<file path="src/rtl/bdmn_pkg.sv">
`timescale 1ns / 1ps
`default_nettype none
// ----------------------------------------------------------------------------
// bdmn_pkg
// Shared types and constants for the button debounce menu navigator.
// ----------------------------------------------------------------------------
package bdmn_pkg;

   // Fixed geometry of the button bank and the result fields
   localparam int BUTTON_COUNT = 6;
   localparam int LIMIT_W      = 4;
   localparam int PAGE_W       = 3;
   localparam int STATES_W     = 2 * BUTTON_COUNT;

   // Button positions on the pin bus
   localparam int KEY_UP     = 0;
   localparam int KEY_DOWN   = 1;
   localparam int KEY_RIGHT  = 2;
   localparam int KEY_LEFT   = 3;
   localparam int KEY_SELECT = 4;
   localparam int KEY_RETURN = 5;

   // Debounced button level codes
   typedef logic [1:0] level_type;
   localparam level_type LVL_UP   = 2'd0;
   localparam level_type LVL_DOWN = 2'd1;
   localparam level_type LVL_HELD = 2'd2;

   // Screen mode codes
   localparam logic MODE_MONITOR = 1'b0;
   localparam logic MODE_MENU    = 1'b1;

   // Navigator result for one beat
   typedef struct packed {
      logic              in_menu;
      logic [PAGE_W-1:0] menu_page;
      logic              redraw;
   } nav_status_type;

endpackage
`default_nettype wire

</file>
<file path="src/rtl/bdmn_channels.sv">
`timescale 1ns / 1ps
`default_nettype none
// ----------------------------------------------------------------------------
// bdmn channel interfaces
// Valid/ready channels for pin samples, results and the limit register.
// ----------------------------------------------------------------------------
interface bdmn_req_if;
   logic       valid;
   logic       ready;
   logic [5:0] raw_pins;

   modport source (output valid, output raw_pins, input ready);
   modport sink   (input valid, input raw_pins, output ready);
endinterface

interface bdmn_rsp_if;
   logic        valid;
   logic        ready;
   logic [11:0] button_states;
   logic        in_menu;
   logic [2:0]  menu_page;
   logic        redraw;

   modport source (output valid, output button_states, output in_menu,
                   output menu_page, output redraw, input ready);
   modport sink   (input valid, input button_states, input in_menu,
                   input menu_page, input redraw, output ready);
endinterface

interface bdmn_csr_if;
   logic       valid;
   logic       ready;
   logic [3:0] data;

   modport source (output valid, output data, input ready);
   modport sink   (input valid, input data, output ready);
endinterface
`default_nettype wire

</file>
<file path="src/rtl/bdmn_lane.sv">
`timescale 1ns / 1ps
`default_nettype none
// ----------------------------------------------------------------------------
// bdmn_lane
// One button: up/down qualify counter and up/down/held level tracker.
// ----------------------------------------------------------------------------
module bdmn_lane #(
   parameter int COUNT_WIDTH = 4
) (
   input  wire logic                   clock,
   input  wire logic                   reset,
   input  wire logic                   step,
   input  wire logic                   pin,
   input  wire logic [COUNT_WIDTH-1:0] limit,
   output bdmn_pkg::level_type         level_nx
);
   import bdmn_pkg::*;

   logic [COUNT_WIDTH-1:0] count_ff, count_in;
   level_type              level_ff, level_in;
   logic                   pressed;

   // Qualify the pin level and advance the button level
   always_comb begin
      pressed  = ~pin;
      count_in = count_ff;
      level_in = level_ff;
      if (pressed) begin
         if (count_ff < limit) begin
            count_in = count_ff + 1'b1;
         end else begin
            level_in = (level_ff == LVL_UP) ? LVL_DOWN : LVL_HELD;
         end
      end else begin
         if (count_ff != '0) begin
            count_in = count_ff - 1'b1;
         end else begin
            level_in = LVL_UP;
         end
      end
   end

   assign level_nx = level_in;

   // Hold state between beats
   always_ff @(posedge clock) begin
      if (reset) begin
         count_ff <= '0;
         level_ff <= LVL_UP;
      end else if (step) begin
         count_ff <= count_in;
         level_ff <= level_in;
      end
   end

endmodule
`default_nettype wire

</file>
<file path="src/rtl/bdmn_nav.sv">
`timescale 1ns / 1ps
`default_nettype none
// ----------------------------------------------------------------------------
// bdmn_nav
// Merge stage: click latches, screen mode and menu page.
// ----------------------------------------------------------------------------
module bdmn_nav #(
   parameter int PAGE_COUNT = 6
) (
   input  wire logic                 clock,
   input  wire logic                 reset,
   input  wire logic                 step,
   input  bdmn_pkg::level_type       level_nx [bdmn_pkg::BUTTON_COUNT],
   output bdmn_pkg::nav_status_type  status
);
   import bdmn_pkg::*;

   localparam logic [PAGE_W-1:0] PAGE_LAST = PAGE_W'(PAGE_COUNT - 1);

   logic [BUTTON_COUNT-1:0] latch_ff, latch_in;
   logic                    mode_ff, mode_in;
   logic [PAGE_W-1:0]       page_ff, page_in;
   logic                    redraw;
   logic                    click_up, click_right, click_left, click_return;

   // Resolve clicks for the buttons the current mode watches
   always_comb begin
      latch_in     = latch_ff;
      mode_in      = mode_ff;
      page_in      = page_ff;
      redraw       = 1'b0;
      click_up     = 1'b0;
      click_right  = 1'b0;
      click_left   = 1'b0;
      click_return = 1'b0;

      if (mode_ff == MODE_MONITOR) begin
         if (level_nx[KEY_UP] == LVL_DOWN) begin
            latch_in[KEY_UP] = 1'b1;
         end else if (level_nx[KEY_UP] == LVL_UP && latch_ff[KEY_UP]) begin
            latch_in[KEY_UP] = 1'b0;
            click_up         = 1'b1;
         end
      end else begin
         if (level_nx[KEY_RIGHT] == LVL_DOWN) begin
            latch_in[KEY_RIGHT] = 1'b1;
         end else if (level_nx[KEY_RIGHT] == LVL_UP && latch_ff[KEY_RIGHT]) begin
            latch_in[KEY_RIGHT] = 1'b0;
            click_right         = 1'b1;
         end
         if (level_nx[KEY_LEFT] == LVL_DOWN) begin
            latch_in[KEY_LEFT] = 1'b1;
         end else if (level_nx[KEY_LEFT] == LVL_UP && latch_ff[KEY_LEFT]) begin
            latch_in[KEY_LEFT] = 1'b0;
            click_left         = 1'b1;
         end
         if (level_nx[KEY_RETURN] == LVL_DOWN) begin
            latch_in[KEY_RETURN] = 1'b1;
         end else if (level_nx[KEY_RETURN] == LVL_UP && latch_ff[KEY_RETURN]) begin
            latch_in[KEY_RETURN] = 1'b0;
            click_return         = 1'b1;
         end
      end

      // Apply clicks in order: up, right, left, return
      if (click_up) begin
         mode_in = MODE_MENU;
         redraw  = 1'b1;
      end
      if (click_right) begin
         page_in = (page_in < PAGE_LAST) ? page_in + 1'b1 : '0;
         redraw  = 1'b1;
      end
      if (click_left) begin
         page_in = (page_in != '0) ? page_in - 1'b1 : PAGE_LAST;
         redraw  = 1'b1;
      end
      if (click_return) begin
         mode_in = MODE_MONITOR;
         page_in = '0;
         redraw  = 1'b1;
      end
   end

   assign status.in_menu   = mode_in;
   assign status.menu_page = page_in;
   assign status.redraw    = redraw;

   // Hold navigation state between beats
   always_ff @(posedge clock) begin
      if (reset) begin
         latch_ff <= '0;
         mode_ff  <= MODE_MONITOR;
         page_ff  <= '0;
      end else if (step) begin
         latch_ff <= latch_in;
         mode_ff  <= mode_in;
         page_ff  <= page_in;
      end
   end

endmodule
`default_nettype wire

</file>
<file path="src/rtl/button_debounce_menu_navigator.sv">
`timescale 1ns / 1ps
`default_nettype none
// ----------------------------------------------------------------------------
// button_debounce_menu_navigator
// Six-button debouncer driving a monitor/menu screen navigator.
//
// Usage:
//   req_bus carries one beat per tick: six active-low pin samples.
//   rsp_bus returns one beat per request: button levels, screen mode,
//   menu page and a redraw pulse.
//   csr_bus writes the 4-bit debounce limit; it is always ready and
//   should be written only while no beat is in flight.
// Timing:
//   Six lanes debounce the buttons in parallel, the navigator merges
//   their levels, and the result lands in the output register, so a
//   response is valid in the cycle after its request is taken; one
//   beat is taken every cycle while the response side keeps up.
// Reset clears all levels to up, all counters, latches, the limit,
// selects the monitor screen and page 0.
// Stall: while a response waits unclaimed, req_bus.ready drops; a beat
// is taken in the same cycle that the waiting response is taken.
// ----------------------------------------------------------------------------
module button_debounce_menu_navigator #(
   parameter int PAGE_COUNT  = 6,
   parameter int COUNT_WIDTH = 4
) (
   input wire logic   clock,
   input wire logic   reset,
   bdmn_req_if.sink   req_bus,
   bdmn_rsp_if.source rsp_bus,
   bdmn_csr_if.sink   csr_bus
);
   import bdmn_pkg::*;

   localparam logic [8:0] COUNT_MAX = 9'((1 << COUNT_WIDTH) - 1);

   logic [LIMIT_W-1:0]     limit_ff;
   logic [COUNT_WIDTH-1:0] limit_sat;
   logic [8:0]             limit_ext;
   logic                   req_ready;
   logic                   step;
   level_type              level_nx [BUTTON_COUNT];
   nav_status_type         status;
   logic [STATES_W-1:0]    states;
   logic                   rsp_valid_ff;
   logic [STATES_W-1:0]    states_ff;
   nav_status_type         status_ff;

   // Configuration register
   assign csr_bus.ready = 1'b1;

   always_ff @(posedge clock) begin
      if (reset) begin
         limit_ff <= '0;
      end else if (csr_bus.valid) begin
         limit_ff <= csr_bus.data;
      end
   end

   // Saturate the limit to the counter range
   assign limit_ext = 9'(limit_ff);
   assign limit_sat = (limit_ext > COUNT_MAX) ? COUNT_MAX[COUNT_WIDTH-1:0]
                                              : limit_ext[COUNT_WIDTH-1:0];

   // Accept a beat whenever the output register frees up
   assign req_ready     = ~rsp_valid_ff | rsp_bus.ready;
   assign req_bus.ready = req_ready;
   assign step          = req_bus.valid & req_ready;

   // Per-button lanes
   for (genvar g = 0; g < BUTTON_COUNT; g++) begin : g_lane
      bdmn_lane #(
         .COUNT_WIDTH (COUNT_WIDTH)
      ) u_lane (
         .clock    (clock),
         .reset    (reset),
         .step     (step),
         .pin      (req_bus.raw_pins[g]),
         .limit    (limit_sat),
         .level_nx (level_nx[g])
      );
      assign states[2*g +: 2] = level_nx[g];
   end

   // Merge lane levels into navigation state
   bdmn_nav #(
      .PAGE_COUNT (PAGE_COUNT)
   ) u_nav (
      .clock    (clock),
      .reset    (reset),
      .step     (step),
      .level_nx (level_nx),
      .status   (status)
   );

   // Output register
   always_ff @(posedge clock) begin
      if (reset) begin
         rsp_valid_ff <= 1'b0;
      end else if (req_ready) begin
         rsp_valid_ff <= req_bus.valid;
      end
   end

   always_ff @(posedge clock) begin
      if (step) begin
         states_ff <= states;
         status_ff <= status;
      end
   end

   assign rsp_bus.valid         = rsp_valid_ff;
   assign rsp_bus.button_states = states_ff;
   assign rsp_bus.in_menu       = status_ff.in_menu;
   assign rsp_bus.menu_page     = status_ff.menu_page;
   assign rsp_bus.redraw        = status_ff.redraw;

   // Checks
   logic bad_level;
   always_comb begin
      bad_level = 1'b0;
      for (int i = 0; i < BUTTON_COUNT; i++) begin
         if (states_ff[2*i +: 2] == 2'd3) begin
            bad_level = 1'b1;
         end
      end
   end

   a_accept_gives_beat: assert property (@(posedge clock) disable iff (reset)
      step |=> rsp_valid_ff)
      else $error("accepted beat produced no response");

   a_page_in_range: assert property (@(posedge clock) disable iff (reset)
      rsp_valid_ff |-> (status_ff.menu_page <= PAGE_W'(PAGE_COUNT - 1)))
      else $error("menu page out of range");

   a_monitor_page_zero: assert property (@(posedge clock) disable iff (reset)
      (rsp_valid_ff && status_ff.in_menu == MODE_MONITOR) |-> (status_ff.menu_page == '0))
      else $error("monitor screen with nonzero page");

   a_level_code: assert property (@(posedge clock) disable iff (reset)
      rsp_valid_ff |-> !bad_level)
      else $error("invalid button level code");

endmodule
`default_nettype wire
</file>
<file path="src/flat_wrapper.sv">
// flat-port wrapper written by rule: the top's interface ports become plain ports
module button_debounce_menu_navigator_flat import bdmn_pkg::*;
#(
   parameter int PAGE_COUNT  = 6,
   parameter int COUNT_WIDTH = 4
)
  (clock, reset, req_bus_valid, req_bus_raw_pins, req_bus_ready, rsp_bus_valid, rsp_bus_button_states, rsp_bus_in_menu, rsp_bus_menu_page, rsp_bus_redraw, rsp_bus_ready, csr_bus_valid, csr_bus_data, csr_bus_ready);
  bdmn_req_if req_bus_i ();
  bdmn_rsp_if rsp_bus_i ();
  bdmn_csr_if csr_bus_i ();
  input wire logic clock;
  input wire logic reset;
  input wire logic [$bits(req_bus_i.valid)-1:0] req_bus_valid;
  input wire logic [$bits(req_bus_i.raw_pins)-1:0] req_bus_raw_pins;
  output wire logic [$bits(req_bus_i.ready)-1:0] req_bus_ready;
  output wire logic [$bits(rsp_bus_i.valid)-1:0] rsp_bus_valid;
  output wire logic [$bits(rsp_bus_i.button_states)-1:0] rsp_bus_button_states;
  output wire logic [$bits(rsp_bus_i.in_menu)-1:0] rsp_bus_in_menu;
  output wire logic [$bits(rsp_bus_i.menu_page)-1:0] rsp_bus_menu_page;
  output wire logic [$bits(rsp_bus_i.redraw)-1:0] rsp_bus_redraw;
  input wire logic [$bits(rsp_bus_i.ready)-1:0] rsp_bus_ready;
  input wire logic [$bits(csr_bus_i.valid)-1:0] csr_bus_valid;
  input wire logic [$bits(csr_bus_i.data)-1:0] csr_bus_data;
  output wire logic [$bits(csr_bus_i.ready)-1:0] csr_bus_ready;
  assign req_bus_i.valid = req_bus_valid;
  assign req_bus_i.raw_pins = req_bus_raw_pins;
  assign req_bus_ready = req_bus_i.ready;
  assign rsp_bus_valid = rsp_bus_i.valid;
  assign rsp_bus_button_states = rsp_bus_i.button_states;
  assign rsp_bus_in_menu = rsp_bus_i.in_menu;
  assign rsp_bus_menu_page = rsp_bus_i.menu_page;
  assign rsp_bus_redraw = rsp_bus_i.redraw;
  assign rsp_bus_i.ready = rsp_bus_ready;
  assign csr_bus_i.valid = csr_bus_valid;
  assign csr_bus_i.data = csr_bus_data;
  assign csr_bus_ready = csr_bus_i.ready;
  button_debounce_menu_navigator #(.PAGE_COUNT(PAGE_COUNT), .COUNT_WIDTH(COUNT_WIDTH)) u_core (.clock(clock), .reset(reset), .req_bus(req_bus_i), .rsp_bus(rsp_bus_i), .csr_bus(csr_bus_i));
endmodule
</file>
<file path="config.mk">
export PLATFORM = sky130hd
export DESIGN_NAME = button_debounce_menu_navigator_flat
export DESIGN_NICKNAME = d
export VERILOG_FILES = /design/src/rtl/bdmn_pkg.sv /design/src/rtl/bdmn_channels.sv /design/src/rtl/bdmn_lane.sv /design/src/rtl/bdmn_nav.sv /design/src/rtl/button_debounce_menu_navigator.sv /design/src/flat_wrapper.sv
export SDC_FILE = /design/constraint.sdc
export NUM_CORES = 1
export LEC_CHECK = 0
export BUFFER_PORTS_ARGS = -buffer_cell sky130_fd_sc_hd__clkbuf_2
export CAP_MARGIN = 20
export CORE_ASPECT_RATIO = 1.75
export CORE_UTILIZATION = 45
export CTS_CLUSTER_SIZE = 25
export DETAILED_ROUTE_END_ITERATION = 10
export PLACE_DENSITY = 0.7
export SYNTH_ARGS = -nofsm -noshare
export SYNTH_HDL_FRONTEND = slang
export SYNTH_SLANG_ARGS = --single-unit
</file>
<file path="constraint.sdc">
create_clock -name clock -period 3.6 [get_ports clock]
set_clock_uncertainty 0.2 [all_clocks]
set_input_delay 0.54 -clock clock [delete_from_list [all_inputs] [get_ports clock]]
set_output_delay 0.54 -clock clock [all_outputs]
set_load 0.05 [all_outputs]
</file>
==> results of run 1 <==
==> cell usage after synthesis (8+ instances only) <==
master                     instances
sky130_fd_sc_hd__clkbuf_1          8
sky130_fd_sc_hd__nand2b_1          8
sky130_fd_sc_hd__ha_1             31
sky130_fd_sc_hd__nor2_1           50
sky130_fd_sc_hd__a21oi_1          26
sky130_fd_sc_hd__edfxtp_1         17
sky130_fd_sc_hd__mux2i_1          12
sky130_fd_sc_hd__nor3_1            9
sky130_fd_sc_hd__o21ai_0          17
sky130_fd_sc_hd__nor4_1            8
sky130_fd_sc_hd__nand2_1          32
sky130_fd_sc_hd__a21o_1           15
sky130_fd_sc_hd__xnor2_1          19
sky130_fd_sc_hd__dfxtp_1          49
sky130_fd_sc_hd__inv_1            28
==> through the flow <==
| step | cells | worst slack, ns | total power [mW] | hold slack (ns) | util (%) |
|---|---|---|---|---|---|
| 2_1_floorplan | 406 | 0.910 | 1.63 | 0.219 | - |
| 4_1_cts | 540 | 0.894 | 2.71 | 0.229 | 53.3 |
| 3_3_place_gp | 524 | 0.979 | 1.77 | 0.230 | 49.4 |
| 3_5_place_dp | 524 | 0.904 | 1.80 | 0.239 | 49.4 |
| 5_1_grt | 540 | 0.731 | 2.86 | 0.248 | 53.3 |
| 6_report | 540 | 0.896 | 2.70 | 0.231 | 53.3 |
==> worst min path at each step <==
stage	end	slack [ns]	cells after the start
floorplan	u_core.g_lane[1].u_lane.level_ff[0]$_SDFFE_PP0P_	0.22	1
global placement	u_core.g_lane[1].u_lane.level_ff[0]$_SDFFE_PP0P_	0.23	1
detailed placement	u_core.g_lane[1].u_lane.level_ff[0]$_SDFFE_PP0P_	0.24	1
CTS	u_core.rsp_bus.valid$_SDFFE_PP0N_	0.23	3
global route	u_core.rsp_bus.valid$_SDFFE_PP0N_	0.25	3
finish	u_core.rsp_bus.valid$_SDFFE_PP0N_	0.23	3
==> critical path, stage by stage, from the launching register on <==
cell	delay, ns
sky130_fd_sc_hd__dfxtp_1	0.31
sky130_fd_sc_hd__inv_1	0.18
sky130_fd_sc_hd__ha_1	0.28
sky130_fd_sc_hd__a2111oi_2	0.35
sky130_fd_sc_hd__o21ai_1	0.17
sky130_fd_sc_hd__a21o_1	0.27
sky130_fd_sc_hd__mux2_4	0.34
sky130_fd_sc_hd__a211oi_2	0.28
sky130_fd_sc_hd__nor2_1	0.07
==> cell families (layout without fill, tap and decap cells) <==
logic type      after synthesis  after routing  share of synthesized area [%]
mux                          14             14                           3.96
fa+ha+maj                    37             37                           13.4
flops                        66             66                           39.4
buf+inv                      42             84                           4.26
simple gates                128            128                           15.6
compound gates               96             96                           18.2
xor+xnor                     22             22                           5.08
other cells                   1              1                         0.0989
==> state kept, by name, summed over array words and instances, names as in the netlist, 3 cells and up <==
name                           count
u_core.u_nav.page_ff               3
u_core.g_lane.u_lane.count_ff     24
u_core.rsp_bus.button_states      12
u_core.rsp_bus.menu_page           3
u_core.u_nav.latch_ff              4
u_core.limit_ff                    4
u_core.g_lane.u_lane.level_ff     12
==> where the power goes <==
part | switching [mW] | total, mW | internal (mW)
Sequential | 0.0956 | 0.969 | 0.873
Clock | 0.331 | 0.907 | 0.576
Combinational | 0.484 | 0.821 | 0.337
Total | 0.911 | 2.70 | 1.79
==> area by class of cell <==
| type | instances | share of cell area, % |
|---|---|---|
| Clock buffer | 11 | 5.78 |
| Timing Repair Buffer | 37 | 4.47 |
| Sequential cell | 66 | 34.1 |
| Inverter | 31 | 2.66 |
| Multi-Input combinational cell | 298 | 48.9 |
| Clock inverter | 5 | 1.40 |
| Tap cell | 92 | 2.63 |
==> per-layer routing <==
layer  track usage (%)  vias up  part of all wire [%]
met5                 0        -                     0
met4              12.9        0                   3.2
met3              4.32       25                   3.1
met2              33.1       66                    52
met1              22.0     1425                    42
li1                  -     1512                     -
==> flow_results.org, run 1 <==
** Global route
- Largest net degree at the start of global routing :: 32
- The number of global-route vias before repair is 2933.
- Summed over all layers, the global routing overflow is 0.
- First-pass GRT wire length :: 13.3 mm
- Antenna violations before repair :: 0
- Global routing consumed, over all layers together, 19.6% of the routing resources.

** Pwr
- Pwr per Cell Area :: 617 nW/um2
- Largest vdd supply drop :: 0.000350 V
- Summed over all cells, the static leakage comes to 1.89 nW.

** Synthesis
- Share of the synthesized area in the top cell type :: 25.9%
- Library cells used by synthesis :: 53
- sky130_fd_sc_hd__dfxtp_1 takes more of the synthesized area than any other cell.
- For this run, the number of Yosys warnings is 0.
- Summing the sequential cell areas from Yosys gives 39.4% of the chip area.
- Number of enable-type register cells in the synthesized netlist :: 17
- Cell area after synthesis :: 3790 um2
- After technology mapping, the gate count stands at 406.
- In the post-synthesis netlist, the biggest area contributors are sky130_fd_sc_hd__dfxtp_1 (26%), sky130_fd_sc_hd__edfxtp_1 (13%), sky130_fd_sc_hd__ha_1 (10%).
- Synthesized net count :: 458
- Mean area per synthesized cell :: 9.33 um2
- For this run, the leading register cell type out of synthesis is sky130_fd_sc_hd__dfxtp_1.
- After synthesis the netlist holds a flip-flop and latch count of 66.
- In the synthesized netlist the async set-or-reset flop fraction comes to 0%.

** Place
- PortBufs :: 33
- At the end of routability-driven placement, the weighted congestion stood at 0.854.
- Placed standard-cell area :: 4060 um2
- Post-DP HPWL :: 5.84 mm

** Detailed routing
- After detailed routing, the number of remaining DRC violations is 2.
- Overall via count from detail_route :: 3028
- After the first detailed-routing iteration, the DRC count stood at 186.
- The first TritonRoute pass finished after 10 iterations.
- Post-DR vias/cell :: 5.61
- The detail route stage leaves a number of antenna-violating nets equal to 0.
- Wires add up to 7.89 mm.
- After detailed routing, the average wire length per cell comes to 14.6 um.

** Timing
- Of the available clock period, the critical path in the final layout requires 75.1%.
- Final number of max-transition violations :: 0
- Setup repair after global routing left no endpoint under its margin.
- Setup violations remaining at the end of the flow were counted as 0.
- Slew @ Worst Pin :: 0.623 ns
- Period minus WS final :: 2.70 ns
- TNS Setup :: 0 ns
- Max Clock Freq :: 0.370 GHz
- The hold violation count in the final report is 0.
- Relative slew slack :: 58.5%

** Die
- From bottom edge to top edge, the die measures 123 um.
- Area inside the core boundary :: 8200 um2
- Die X :: 71.4 um
- For this design the top-level I/O count stands at 35.
- Once the floorplan was initialized, standard cells occupied 46.2% of the core.
- Number of core rows :: 44
- DIE AREA :: 8810 um2

** Worst setup path
- In this run the worst path has a maximum fanout of 6.
- The critical path ends at u_core.rsp_bus.menu_page[1]$_DFFE_PP_.
- For flop-to-flop paths, the worst setup slack is 0.90 ns.
- By startpoint and endpoint, the worst setup path is classified as flip-flop to flip-flop.
- Worst setup SP type :: flip-flop
- Nature of the critical path endpoint :: flip-flop
- The worst register-to-register path begins at u_core.limit_ff[1]$_SDFFE_PP0P_.
- Crit path launch :: u_core.limit_ff[1]$_SDFFE_PP0P_
- Required time of the critical path :: 3.46 ns
- For the worst flop-to-flop path, the logic depth is 8.
- For the worst setup path, the data arrival time is 2.57 ns.
- In this run the critical register-to-register path is captured at u_core.rsp_bus.menu_page[1]$_DFFE_PP_.

** Min path
- The path class of the tightest hold or removal check is input pin to flip-flop.
- In this run the most critical hold path is launched from req_bus_valid.

** Final layout
- Most common cell after layout, fill and taps aside :: sky130_fd_sc_hd__nor2_1
- Area occupied by multi-input gates :: 2140 um2
- Area overhead of the layout relative to synthesis :: 15.3%
- Counting the fill cells in the layout gives 758.
- The repair_antennas step left the layout with diodes totalling 0.
- In the final layout, flip-flops and latches occupy 1490 um2.
- Finished Cell Area :: 4370 um2
- Highest-count cells in the layout ignoring fill and taps :: sky130_fd_sc_hd__nor2_1 (50), sky130_fd_sc_hd__dfxtp_1 (49), sky130_fd_sc_hd__clkbuf_2 (33)
- Fin nets :: 495
- Fraction of layout cells with a size suffix above 1 :: 15.8%

** Clock network
- Clock Root Buffer :: sky130_fd_sc_hd__clkbuf_16
- The number of setup buffers added after CTS is 0.
- Clock buffers created by TritonCTS :: 9
- Clock sinks :: 66
- CTS tree :: yes
- No sink is reached through more buffers than the 2 on the longest clock path.
- The clock tree synthesis step divided the H-tree into 3 levels.
- The number of gates resized after CTS was 0.
- Clock input transition at the sequential cells of the worst setup and hold paths :: 0.06 ns
- Number of hold buffers added after cts :: 0
- At the later pin of the worst-skew pair, clock insertion delay measures 0.33 ns.

** Outcome
- The final reports fail on design-rule violations.
- Outcome :: finished, violations left

** Run
- Max-cap check violation count :: 0
Power figures use the tool's default switching activity.
==> run 2: changes to the inputs <==
==> constraint.sdc (replaced) <==
create_clock -name clock -period 2.7 [get_ports clock]
set_clock_uncertainty 0.2 [all_clocks]
set_input_delay 0.405 -clock clock [delete_from_list [all_inputs] [get_ports clock]]
set_output_delay 0.405 -clock clock [all_outputs]
set_load 0.05 [all_outputs]
==> run 2 against run 1 <==
Effect of this change: non-clock buffer count increased by 9; design area is 1.2% higher; clock-buffer cell count grew 1; first-iteration DRC count down 28%; combinational power grew 36%; clock power is 23% higher; critical path depth stayed put; the run still ends with design-rule violations left; die area stayed put; fmax rose by 4.5%; critical endpoint unchanged; setup slack lost 0.78 ns; worst hold slack worse by 0.13 ns; sequential share of layout area fell by 0.42 points.
==> flow_results.org, run 2 (same netlist as run 1, synthesis figures left out) <==
** Outcome
- The flow ran to the end, but the final reports show violations.
- Violations in the final reports :: design-rule violations

** Detailed routing
- The DRC marker count from the first detailed-route iteration came to 134 (-28%).
- Post-DR vias/cell :: 5.57 (-0.70%)
- The post-route DRC violation count came to 3 (+1).
- Post-Route WL :: 7.77 mm (-1.5%)
- Detail Route Antenna Nets :: 0 (unchanged)
- The wire length per cell after detailed routing was 14.2 um (-3.1%).
- Detailed Routing Iterations Pass 1 :: 8 (-2)
- The via count was 3057 (+0.96%).

** Timing
- WHS :: 0.0997 ns (-0.131 ns)
- TNS Setup :: 0 ns (unchanged)
- Relative slew slack :: 62.6% (+4.1 points)
- Max Clock Freq :: 0.386 GHz (+4.5%)
- The minimum setup slack in the final design was 0.112 ns (-0.784 ns).
- The number of max-slew violations in the final report is 0 (unchanged).
- Number of endpoints failing setup at the final stage :: 0 (unchanged)
- Share of the clock period used by the worst path after layout :: 95.8% (+21 points)
- Slew @ Worst Pin :: 0.556 ns (-0.0662 ns)
- Setup repair after global routing left no endpoint under its margin.
- Period minus WS final :: 2.59 ns (-0.116 ns)
- The hold violation count in the final report is 0 (unchanged).

** Place
- The cell count after placement came to 533 (+1.7%).
- The standard cell area after detailed placement came to 4120 um2 (+1.7%).
- The total half-perimeter wirelength after legalization and detailed placement is 5.82 mm (-0.24%).
- Setup WS pre-CTS :: 0.113 ns (-0.791 ns)
- The number of buffers added on ports was 33 (unchanged).
- The routability congestion estimate is 0.830 (-2.8%).

** Pwr
- Post-layout power :: 3.52 mW (+31%)
- Pwr per Cell Area :: 796 nW/um2 (+29%)
- The largest voltage drop on the vdd net came to 0.000344 V (-1.6%).
- Reported leakage power :: 1.93 nW (+2.3%)

** Final layout
- The register with the most flip-flops in the final layout is u_core.g_lane.u_lane.count_ff.
- The final-layout fill cell count came to 737 (-2.8%).
- The proportion of layout cells with a drive suffix above 1 came to 17.9% (+2.1 points).
- The final net count is 504 (+1.8%).
- Leaving out fill and tap cells, the most frequent cells in the layout are sky130_fd_sc_hd__nor2_1 (50), sky130_fd_sc_hd__dfxtp_1 (49), sky130_fd_sc_hd__clkbuf_2 (33).
- Finished Cell Area :: 4420 um2 (+1.2%)
- Area overhead of the layout relative to synthesis :: 16.7%
- Most common cell after layout, fill and taps aside :: sky130_fd_sc_hd__nor2_1
- Count of inserted antenna diode cells :: 0 (unchanged)
- The utilization of the core after routing came to 53.9% (+0.66 points).
- Post-route non-filler standard cell count :: 549 (+1.7%)
- Largest register FFs :: 24 (unchanged)

** Worst setup path
- In this run the critical register-to-register path is captured at u_core.rsp_bus.menu_page[1]$_DFFE_PP_.
- The depth of the most critical reg-to-reg path was 8 (unchanged).
- The largest fanout of any net on the critical path was 8 (+2).
- CP cell instances :: inv_1 > ha_1 > a2111oi_4 > nor3_2 > or3_4 > o211a_1 > a211oi_4 > nor2_1
- FF-to-FF Start :: u_core.limit_ff[1]$_SDFFE_PP0P_
- Register-to-Register Setup Slack :: 0.11 ns (-0.78 ns)
- Worst setup SP type :: flip-flop
- The worst setup path is captured at a flip-flop.
- The arrival time of the worst setup path is 2.47 ns (-0.10 ns).
- Required time of the critical path :: 2.59 ns (-0.87 ns)
- Master of the slowest instance on the critical path :: sky130_fd_sc_hd__or3_4
- Type of the worst setup path :: flip-flop to flip-flop
- The peak per-stage delay on the critical path came to 0.42 ns (+0.07 ns).

** Min path
- Class of the worst hold path :: input pin to flip-flop
- Hold Path Stages :: 3 (unchanged)
- The worst hold path begins at req_bus_valid.
- Hold Path End :: u_core.rsp_bus.valid$_SDFFE_PP0N_

** Clock network
- The maximum buffer depth of the clock tree came to 2 (unchanged).
- Clock sinks :: 66 (unchanged)
- The tree is rooted in a sky130_fd_sc_hd__clkbuf_16.
- The insertion delay of the later-clocked pin in the worst-skew pair was 0.33 ns (about the same).
- CTS tree :: yes
- Clock input transition at the sequential cells of the worst setup and hold paths :: 0.05 ns (about the same)
- H-tree level count :: 3 (unchanged)
- The TritonCTS buffer count came to 9 (unchanged).

** Global route
- The wire length of the first global-routing pass came to 13.2 mm (-0.82%).
- The initial antenna violation count is 0 (unchanged).
- The number of global-route vias before repair is 2954 (+0.72%).
- GRT Total Usage :: 19.6% (-0.052 points)
- Largest net degree at the start of global routing :: 19 (-41%)
- The remaining global-route overflow came to 0 (unchanged).

** Die
- The number of top-level pins is 35 (unchanged).
- The die extent in y came to 123 um (unchanged).
- Die X :: 71.4 um (unchanged)
- Starting density of the core :: 46.2% (unchanged)
- The overall die area is 8810 um2 (unchanged).
- Area inside the core boundary :: 8200 um2 (unchanged)
- The placement row count came to 44 (unchanged).

** Run
- The max-cap check violation count is 0 (unchanged).
-- run 2: metal layers --
| metal | vias to the layer above | share of wire, % | global-route usage (%) |
|---|---|---|---|
| met1 | 1455 | 43 | 22.0 |
| met2 | 48 | 51 | 33.6 |
| met3 | 24 | 2.4 | 3.50 |
| li1 | 1530 | - | - |
| met5 | - | 0 | 0 |
| met4 | 0 | 3.6 | 12.8 |
-- run 2: critical path, delay by kind of cell (launching register included) --
family	cells	cell delay [ns]
adder cells (fa/ha/maj)	1	0.31
AO/OA/AOI/OAI	3	0.80
buffers and inverters	1	0.08
flip-flops	1	0.33
AND/OR/NAND/NOR	3	0.62
-- run 2: worst max path at each step --
stage                                       from                                   endpoint  slack (ns)
2_1_floorplan  u_core.rsp_bus.valid$_SDFFE_PP0N_  u_core.rsp_bus.button_states[0]$_DFFE_PP_        0.04
3_3_place_gp     u_core.limit_ff[2]$_SDFFE_PP0P_      u_core.rsp_bus.menu_page[1]$_DFFE_PP_        0.21
3_5_place_dp     u_core.limit_ff[2]$_SDFFE_PP0P_      u_core.rsp_bus.menu_page[1]$_DFFE_PP_        0.11
4_1_cts          u_core.limit_ff[2]$_SDFFE_PP0P_      u_core.rsp_bus.menu_page[1]$_DFFE_PP_        0.08
5_1_grt          u_core.limit_ff[1]$_SDFFE_PP0P_      u_core.rsp_bus.menu_page[2]$_DFFE_PP_        0.02
6_report         u_core.limit_ff[1]$_SDFFE_PP0P_      u_core.rsp_bus.menu_page[1]$_DFFE_PP_        0.11
-- run 2: power breakdown --
group,switching [mW],total [mW],internal [mW]
Sequential,0.120,1.28,1.16
Clock,0.425,1.12,0.692
Combinational,0.654,1.12,0.467
-- run 2: cell type report --
| cell class | count | area [um2] | area share [%] |
|---|---|---|---|
| multi-input cells | 298 | 2150 | 48.5 |
| well taps | 92 | 115 | 2.60 |
| repair buffers | 46 | 263 | 5.94 |
| clock buffers | 12 | 267 | 6.03 |
| clock inverters | 4 | 25.0 | 0.566 |
| flip-flops and latches | 66 | 1490 | 33.7 |
| inverters | 31 | 116 | 2.63 |
-- run 2: repair_timing --
action / in CTS / in global routing
buffers inserted: 0 / 0
resized for setup: 0 / 3
hold buffers: 0 / 0
setup endpoints to repair: 0 / 1
==> run 3: changes to the inputs <==
--- a/config.mk
+++ b/config.mk
@@ -5,8 +5,9 @@
 export SDC_FILE = /design/constraint.sdc
 export NUM_CORES = 1
 export LEC_CHECK = 0
+export ABC_AREA = 1
 export BUFFER_PORTS_ARGS = -buffer_cell sky130_fd_sc_hd__clkbuf_2
-export CAP_MARGIN = 20
+export CAP_MARGIN = 10
 export CORE_ASPECT_RATIO = 1.75
 export CORE_UTILIZATION = 45
 export CTS_CLUSTER_SIZE = 25
==> run 3 against run 2 <==
Effect of this change: the run now ends clean; combinational power down 13%; design area up 0.91%; fmax up 11%; utilization down 0.23 points.
==> flow_results.org, run 3 <==
** Outcome
- Outcome :: completed

** Detailed routing
- The remaining number of nets flagged by the antenna check after routing was 0 (unchanged).
- Post-Route WL :: 8.34 mm (+7.4%)
- The wire length per cell after detailed routing is 13.1 um (-7.7%).
- Overall via count from detail_route :: 3273 (+7.1%)
- Residual DRC count :: 0 (-3)
- The DRC marker count from the first detailed-route iteration came to 157 (+17%).
- The count of TritonRoute iterations in the first routing pass was 4 (-4).
- The routed via count divided by cell count is 5.12 (-8.0%).

** Synthesis
- Share of cell area taken by muxes after synthesis :: 0% (-4.0 points)
- Area fraction in and, or, nand and nor cells after synthesis :: 18.8% (+3.2 points)
- Number of register bits inferred by synthesis :: 66 (unchanged)
- After synthesis, the cell types taking the most area are sky130_fd_sc_hd__dfxtp_1 (26%), sky130_fd_sc_hd__edfxtp_1 (13%), sky130_fd_sc_hd__ha_1 (10%).
- Ranked by instance count, the synthesized netlist is headed by sky130_fd_sc_hd__inv_1 (83), sky130_fd_sc_hd__nand2_1 (59), sky130_fd_sc_hd__a21oi_1 (55).
- The area share of the leading cell type in the synthesized netlist was 25.5% (-0.36 points).
- Fraction of registers with async set or reset after synthesis :: 0% (unchanged)
- The gate count after technology mapping is 478 (+18%).
- Complex-gate fraction of the synthesized area :: 17.8% (-0.39 points)
- The count of flip-flops with a built-in enable after synthesis was 17 (unchanged).
- The XOR/XNOR share of the synthesized area was 1.60% (-3.5 points).
- Synthesis warning total :: 0 (unchanged)
- By instance count, the leading cell after synthesis is sky130_fd_sc_hd__inv_1.
- For this run, the leading register cell type out of synthesis is sky130_fd_sc_hd__dfxtp_1.
- Cell accounting for the most synthesized area :: sky130_fd_sc_hd__dfxtp_1
- Arithmetic-cell share of the synthesized area counting full adders, half adders and majority gates :: 13.2% (-0.19 points)
- The portion of the post-synthesis area used by sequential elements was 38.8% (-0.55 points).
- By area, the combinational part of the netlist is dominated by simple AND/OR/NAND/NOR gates.
- The average instance area after synthesis came to 8.04 um2 (-14%).
- The count of unique library cells instantiated by Yosys was 38 (-28%).
- The cell area after synthesis is 3840 um2 (+1.4%).
- Synthesized net count :: 530 (+16%)

** Worst setup path
- Most prevalent standard cell on the critical path :: sky130_fd_sc_hd__nand2_2
- The critical path in this run is classified as flip-flop to flip-flop.
- Worst reg-to-reg path cell count :: 14 (+6)
- CP cell instances :: inv_1 > ha_1 > a21oi_1 > nand2_2 > nand3_2 > nand2_4 > nor2_4 > nand2_2 > nand2_2 > inv_1 > nand3_2 > nand2_2 > nand2_2 > inv_1
- Nature of the critical path endpoint :: flip-flop
- STA classifies the critical path startpoint as a flip-flop.
- For this design, the slowest cell found on the critical path is sky130_fd_sc_hd__ha_1.
- Arrival time at the worst endpoint :: 2.22 ns (-0.25 ns)
- Crit path largest cell delay :: 0.30 ns (-0.12 ns)
- The largest fanout of any net on the critical path was 7 (-1).
- The endpoint required time on the critical path came to 2.59 ns (about the same).

** Global route
- The pin count of the biggest net entering global routing came to 37 (+18).
- The number of global-route vias before repair was 3277 (+11%).
- First-pass GRT wire length :: 14.3 mm (+7.9%)
- GRT overflow :: 0 (unchanged)
- Antenna violations before repair :: 0 (unchanged)
- GRT Total Usage :: 20.6% (+1.0 points)

** Timing
- Share of the clock period used by the worst path after layout :: 86.2% (-9.6 points)
- The number of max-slew violations in the final report was 0 (unchanged).
- Period minus WS final :: 2.33 ns (-0.260 ns)
- The total of endpoints with negative setup slack in the final report was 0 (unchanged).
- The highest attainable clock frequency was 0.430 GHz (+11%).
- TNS Setup :: 0 ns (unchanged)
- Setup repair after global routing left no endpoint under its margin.
- Hold violation count in the final report :: 0 (unchanged)

** Die
- The placement row count was 44 (unchanged).
- Area inside the core boundary :: 8310 um2 (+1.3%)
- The die extent in y was 124 um (+0.70%).
- Starting density of the core :: 46.2% (about the same)
- The number of top-level pins came to 35 (unchanged).
- The horizontal die dimension came to 71.9 um (+0.69%).
- The overall die area is 8930 um2 (+1.4%).

** Final layout
- In the layout the commonest cells are sky130_fd_sc_hd__inv_1 (83), sky130_fd_sc_hd__nand2_1 (59), sky130_fd_sc_hd__a21oi_1 (55).
- Count of inserted antenna diode cells :: 0 (unchanged)
- The final net count is 571 (+13%).
- The library cell used most frequently in the layout, excluding fill and tap cells, is sky130_fd_sc_hd__inv_1.
- Largest register FFs :: 24 (unchanged)
- Final-layout fill cell count :: 783 (+6.2%)
- The register area came to 1490 um2 (unchanged).
- Fraction of layout cells with a size suffix above 1 :: 16.8% (-1.1 points)
- Area occupied by multi-input gates :: 1980 um2 (-7.6%)
- Register ranked first by flip-flop count :: u_core.g_lane.u_lane.count_ff
- The area growth from synthesis to layout is 16.1%.

** Clock network
- The post-CTS resize count is 0 (unchanged).
- Clock Root Buffer :: sky130_fd_sc_hd__clkbuf_16
- Clock latency on the worst-skew pair :: 0.33 ns (about the same)
- The CTS sink count came to 66 (unchanged).
- CTS tree :: yes
- Clock input transition at the sequential cells of the worst setup and hold paths :: 0.05 ns (about the same)
- Postcts setup bufs :: 0 (unchanged)
- H-tree level count :: 3 (unchanged)
- The TritonCTS buffer count came to 9 (unchanged).
- The number of buffers inserted by hold repair at cts came to 0 (unchanged).
- The maximum buffer depth of the clock tree came to 2 (unchanged).

** Place
- The number of buffers added on ports was 33 (unchanged).
- Routability-driven placement congestion ratio :: 0.834 (+0.41%)
- The total half-perimeter wirelength after legalization and detailed placement is 6.20 mm (+6.5%).

** Pwr
- The total power density per cell area was 766 nW/um2 (-3.8%).
- Reported leakage power :: 2.09 nW (+8.0%)
- Largest vdd supply drop :: 0.000393 V (+14%)
- Post-layout power :: 3.42 mW (-2.9%)

** Min path
- Class of the worst hold path :: input pin to flip-flop
- The number of cells on the worst hold path is 4 (+1).

** Run
- The max-cap check violation count is 0 (unchanged).
-- run 3: per-layer routing --
layer / up-vias / track usage, % / wire, um
met5: - / 0 / 0
met4: 0 / 12.9 / 263
met3: 24 / 5.10 / 258
met2: 67 / 36.7 / 4570
met1: 1507 / 20.6 / 3250
li1: 1675 / - / -
-- run 3: final cells by class --
type,count,share of cell area (%)
flip-flops and latches,66,33.4
inverters,88,7.40
clock inverters,1,0.112
clock buffers,15,6.73
well taps,115,3.22
repair buffers,39,4.71
multi-input cells,315,44.4
-- run 3: report_power, final --
group | total (mW) | switching [mW] | internal, mW
Clock | 1.17 | 0.413 | 0.758
Combinational | 0.978 | 0.650 | 0.328
Sequential | 1.27 | 0.108 | 1.16
Total | 3.42 | 1.17 | 2.25
-- run 3: cell families (layout without fill, tap and decap cells) --
logic type	count (synthesis)	in the layout
AOI/OAI and AO/OA	127	127
xor gates and xnor gates	7	7
adders and majority gates	37	37
buffers and inverters	97	143
DFF	66	66
other	1	1
and+or+nand+nor	143	143
-- run 3: final timing paths --
check	start	to	slack, ns
max	u_core.limit_ff[3]$_SDFFE_PP0P_	u_core.rsp_bus.menu_page[1]$_DFFE_PP_	0.37
min	rsp_bus_ready	u_core.rsp_bus.valid$_SDFFE_PP0N_	0.17
max reg2reg	u_core.limit_ff[3]$_SDFFE_PP0P_	u_core.rsp_bus.menu_page[1]$_DFFE_PP_	0.37
min reg2reg	u_core.u_nav.latch_ff[0]$_SDFFE_PP0P_	u_core.u_nav.latch_ff[0]$_SDFFE_PP0P_	0.25
-- run 3: worst max-delay path, delay by kind of cell (launching register included) --
kind / cells / cell delay, ns
AND/OR/NAND/NOR: 9 / 0.81
buffers and inverters: 3 / 0.31
adder cells (fa/ha/maj): 1 / 0.30
flip-flops: 1 / 0.29
AO/OA/AOI/OAI: 1 / 0.16
-- run 3: per-stage QoR --
stage	hold slack [ns]	setup slack, ns	util, %	cell area [um2]	std cells
6_report	0.169	0.372	53.7	4460	639
5_1_grt	0.189	0.139	53.7	4460	639
4_1_cts	0.162	0.367	53.7	4460	639
3_5_place_dp	0.237	0.387	50.0	4160	623
3_3_place_gp	0.234	0.442	50.0	4160	623
2_1_floorplan	0.224	0.329	-	3840	478
